File: src/rtl/aftm_pkg.sv
// ============================================================================
// aftm_pkg
// Shared constants, codes and types for the filmic tonemap pipeline.
// ============================================================================
`default_nettype none

package aftm_pkg;

  localparam int INT_BITS_DEF  = 8;
  localparam int FRAC_BITS_DEF = 16;

  localparam int OUT_W  = 17;
  localparam int X16_W  = 20;
  localparam int PROD_W = 38;
  localparam int QUAD_W = 59;
  localparam int IDX_W  = 3;
  localparam int CURVE_STEPS = 16;

  localparam logic [17:0] CO_A = 18'd164495;
  localparam logic [10:0] CO_B = 11'd1966;
  localparam logic [17:0] CO_C = 18'd159252;
  localparam logic [15:0] CO_D = 16'd38666;
  localparam logic [13:0] CO_E = 14'd9175;

  localparam logic [OUT_W-1:0] ONE_OUT = 17'd65536;

  localparam logic [IDX_W-1:0] IDX_BLACK_RED   = 3'd0;
  localparam logic [IDX_W-1:0] IDX_BLACK_GREEN = 3'd1;
  localparam logic [IDX_W-1:0] IDX_BLACK_BLUE  = 3'd2;
  localparam logic [IDX_W-1:0] IDX_WHITE_RED   = 3'd3;
  localparam logic [IDX_W-1:0] IDX_WHITE_GREEN = 3'd4;
  localparam logic [IDX_W-1:0] IDX_WHITE_BLUE  = 3'd5;

  typedef enum logic [1:0] {
    CODE_ZERO,
    CODE_ONE,
    CODE_CALC
  } code_t;

  typedef struct packed {
    logic [OUT_W-1:0] value;
    logic             degen;
  } lane_res_t;

  function automatic int lane_latency(int val_bits);
    return val_bits + CURVE_STEPS + 5;
  endfunction

endpackage

`default_nettype wire

File: src/rtl/aftm_merge.sv
// ============================================================================
// aftm_merge
// Output register: gathers the three lane results and combines their flags.
// ============================================================================
`default_nettype none

module aftm_merge
  import aftm_pkg::*;
(
  input  wire logic             clk,
  input  wire logic             rst,
  input  wire logic             en,
  input  wire logic             vin,
  input  wire lane_res_t        lane_r,
  input  wire lane_res_t        lane_g,
  input  wire lane_res_t        lane_b,
  output logic                  vout,
  output logic [OUT_W-1:0]      red,
  output logic [OUT_W-1:0]      green,
  output logic [OUT_W-1:0]      blue,
  output logic                  degen
);

  always_ff @(posedge clk) begin
    if (rst) begin
      vout <= 1'b0;
    end else if (en) begin
      vout <= vin;
    end
  end

  always_ff @(posedge clk) begin
    if (en) begin
      red   <= lane_r.value;
      green <= lane_g.value;
      blue  <= lane_b.value;
      degen <= lane_r.degen | lane_g.degen | lane_b.degen;
    end
  end

endmodule

`default_nettype wire
File: config.mk
export PLATFORM = sky130hd
export DESIGN_NAME = aftm_merge
export DESIGN_NICKNAME = d
export VERILOG_FILES = /design/src/rtl/aftm_pkg.sv /design/src/rtl/aftm_merge.sv
export SDC_FILE = /design/constraint.sdc
export NUM_CORES = 1
export LEC_CHECK = 0
export BUFFER_PORTS_ARGS = -buffer_cell sky130_fd_sc_hd__buf_4
export CAP_MARGIN = 30
export CORE_ASPECT_RATIO = 0.7
export CORE_UTILIZATION = 25
export CTS_CLUSTER_DIAMETER = 50
export DETAILED_ROUTE_END_ITERATION = 12
export GPL_TIMING_DRIVEN = 1
export HOLD_SLACK_MARGIN = 0.03
export PLACE_DENSITY = 0.65
export SYNTH_ARGS = -nofsm -noshare
export SYNTH_HDL_FRONTEND = slang
export SYNTH_SLANG_ARGS = --single-unit
File: constraint.sdc
create_clock -name clk -period 0.8 [get_ports clk]
set_input_delay 0 -clock clk [delete_from_list [all_inputs] [get_ports clk]]
set_output_delay 0 -clock clk [all_outputs]
set_load 0.1 [all_outputs]
==> Word level (Yosys, flattened, before mapping) <==
Index checks and enable logic that the tools add are counted.
{ "word_totals": {"ff_bits": 53, "inputBits": 58, "wordCells": 7, "out_inout_bits": 53} }
{ "classes": {"bitwise_logic": 2} }
{ "ops": {"columns": ["operator", "count"], "rows": [
  ["$or 1x1->1", 2]
]} }

==> Logic depth before layout (Yosys ltp) <==
{ "depth": {"word_depth": 2, "mapped_depth": 2, "depth_no_buf": 2} }

==> Worst setup path after synthesis <==
OpenSTA, ideal clock, no wires.
{ "synth_path": {"path_kind": "register to register", "start": "register vout (netlist name)", "end": "register vout", "path_slack_ns": -0.440, "required_time_ns": 0.733, "setup_ns": 0.067, "stages_incl_launch_ff": 3, "n_path_buf": 0, "arrival_ns": 1.173, "synth_period_minus_slack_ns": 1.240, "path_cell_list": "dfxtp_1 mux2i_1 nor2_1"} }
{ "synth_rtl": {"columns": ["element", "line_no", "rtl"], "rows": [
  ["to (signal assigned)", "aftm_merge.sv:28", "vout <= vin;"],
  ["to (decl)", "aftm_merge.sv:17", "output logic vout,"]
]} }

==> Worst setup path after layout <==
{ "layout_path": {"start": "register blue[10]", "end": "output blue[10]"} }
{ "layout_rtl": {"columns": ["element", "line_no", "rtl"], "rows": [
  ["from (decl)", "aftm_merge.sv:20", "output logic [OUT_W-1:0] blue,"],
  ["from (signal assigned)", "aftm_merge.sv:36", "blue <= lane_b.value;"]
]} }
No word-level cell between the ends.

==> flow_summary_export.csv <==
group,metric,value,unit
cts,cts_buffers,5,
yosys,synth_top_area_share,97.5,%
route,wl,4.31,mm
cts,cts.path.max_buffers,2,
route,ant_nets,0,
sta,hold_viol,1,
yosys,yosys_register_bits,53,
cells_and_area,fillerInstances,447,
yosys,synth-seq-area-share,98.8,%
route,drt_iter0_markers,41,
cells_and_area,diodes,0,
power_and_ir_drop,powerDensity,2240,nW/um2
sta,skew,0,ns
floorplan,die_h,69.0,um
setup_path,crit_type,"flop to output pin",
setup_path,r2r_slack,-0.04,ns
setup_path,start_kind,"flop",
route,drc_errors,8,
setup_path,crit_required,0.80,ns
grt,top_usage_layer,"met2",
sta,fin_hold_ws,-0.0434,ns
floorplan,ioPinCount,111,
outcome,status,"finished, violations left",
grt,grt_max_degree,23,
sta,finalCritPeriodShare,118,%
yosys,yosysTopAreaCell,"edfxtp_1",
floorplan,die_w,97.7,um
setup_path,path_cells,"buf_6",
route,first_pass_iters,8,
setup_path,critPathTopFamily,"flip-flops",
cts,cts_root_buf,"clkbuf_8",
place,hpwl,2.57,mm
cts,cts_tree,"built",
yosys,synth_commonest_cells,"edfxtp_1, dfxtp_1, mux2i_1, nor2_1, or3_1",
setup_path,arrival,0.94,ns
grt,use_met2,22.6,%
cts,cts.sinks,53,
setup_path,cp-end-kind,"output pin",
setup_path,r2r-start,"vout",
yosys,synth_most_common_cell,"edfxtp_1",
grt,grt_util_met1,13.3,%
setup_path,slowest_delay,0.43,ns
sta,slew-limit-headroom,86.4,%
grt,track_usage,13.0,%
setup_path,critical_path.reg2reg.endpoint,"vout",
min_path,whs_path_depth,2,
sta,setup_slack,-0.143,ns
grt,antenna_found_initial,0,
cells_and_area,seq_area,1590,um2
min_path,hp-start,"lane_b[0]",
place,place_congestion,0.655,
floorplan,core,5960,um2
sta,clock.fmax,1.06,GHz
cells_and_area,fin_area,3460,um2
floorplan,die_area,6740,um2
outcome,violations,"DRC, hold timing, setup timing",
sta,period_needed,0.943,ns
sta,worstMarginPinSlew,0.198,ns
cells_and_area,drive_gt1_share,52.6,%
grt,met3_usage,7.86,%
cts,htreeDepth,2,
min_path,hp-class,"input port to flop",
floorplan,rows,23,
yosys,yosysWarnings,0,
sta,tns,-4.85,ns
grt,overflow,0,
cts,clock_latency,0.30,ns
cts,hold_buffers,55,
min_path,hold_end,"degen",
cells_and_area,area_delta_synth_final,116,%
route,vias,1236,
cells_and_area,fin_util,58.1,%
floorplan,floorplan.initialDensity,26.9,%
yosys,syn_area,1600,um2
yosys,netlist-cell-type-count,5,
setup_path,startpoint,"blue[10]",
yosys,synth_ff_type,"edfxtp_1",
yosys,synth-async-reset-ratio,0,%
route,vias_per_cell,4.00,
sta,final_max_slew_viol_count,0,
place,portBuffers,110,
flow_run,maxCapViolations,0,
yosys,synth_cells,56,
power_and_ir_drop,ir_drop,1.22,mV
cells_and_area,nNetsFinal,291,
route,wire_per_inst,13.9,um
yosys,synth_edf_count,52,
sta,finalSetupViolations,54,
setup_path,ff2ff_path_depth,3,
cts,clk_pin_slew,0.10,ns
yosys,synthTopCellsByArea,"edfxtp_1, dfxtp_1, mux2i_1",
grt,grt_pass1_vias,1318,
power_and_ir_drop,p_leak,1.45,nW
cells_and_area,multi_input_area,20.0,um2
place,dpl-instance-area,2580,um2
setup_path,crit_slowest_cell,"edfxtp_1",
setup_path,cp_num_buf_inv,1,
setup_path,worstPathMaxFanout,1,
sta,rsz0062_at_grt,"yes",
yosys,syn_nets,114,
grt,grt_pass1_wl,6.42,mm
yosys,avgSynthCellArea,28.6,um2
==> per-layer routing <==
layer,wire (um),part of all wire [%]
met3,580,13
met4,48,1.1
met1,1580,37
met5,0,0
met2,2100,49
==> layout make-up <==
cell class,instances,share of cell area (%)
Clock buffer,6,2.10
Tap cell,75,2.71
Multi-Input combinational cell,3,0.578
Clock inverter,2,1.12
Timing Repair Buffer,170,47.7
Sequential cell,53,45.8
==> stage by stage <==
step	instances	total power, mW	worst slack (ns)
3_3_place_gp	245	5.59	0.0819
6_report	309	7.74	-0.143
2_1_floorplan	56	4.98	-0.104
4_1_cts	308	7.78	-0.132
5_1_grt	309	8.01	-0.179
3_5_place_dp	245	5.60	0.0817
==> sequential cells by signal (all words and copies together) (netlist names) <==
name	count
blue	17
red	17
green	17
degen	1
vout	1
==> layout by cell type (no fill, tap or decap) <==
master          count
clkbuf_1            1
buf_4              59
dlygate4sd3_1      54
mux2i_1             1
or3_1               1
dlymetal6s4s_1      1
clkinv_4            1
bufinv_16           1
edfxtp_1           52
dfxtp_4             1
nor2_1              1
buf_12              3
buf_6              53
clkbuf_8            5
==> how the worst max path moves through the flow <==
stage / endpoint / slack, ns / cells after the start
floorplan: blue[0] / -0.10 / 0
global placement: degen / 0.08 / 2
detailed placement: degen / 0.08 / 2
CTS: blue[12] / -0.13 / 1
global route: blue[10] / -0.18 / 1
finish: blue[10] / -0.14 / 1
==> power breakdown <==
part | total [mW] | switching [mW] | internal (mW)
combinational | 2.56 | 1.78 | 0.780
clock | 1.79 | 0.849 | 0.940
sequential | 3.39 | 0.102 | 3.29
==> cell families after synthesis <==
kind of cell	Yosys count	synth area share [%]
DFF	53	98.8
muxes	1	0.625
and+or+nand+nor	2	0.625
==> timing repair <==
action | 4_1_cts | 5_1_grt
pin swaps | 0 | 1
gates resized for setup | 55 | 2
endpoints found under the hold margin | 56 | 1
endpoints found under the setup margin | 53 | 54
buffers inserted | 0 | 1
No activity file was read; power rests on OpenSTA's default activity.
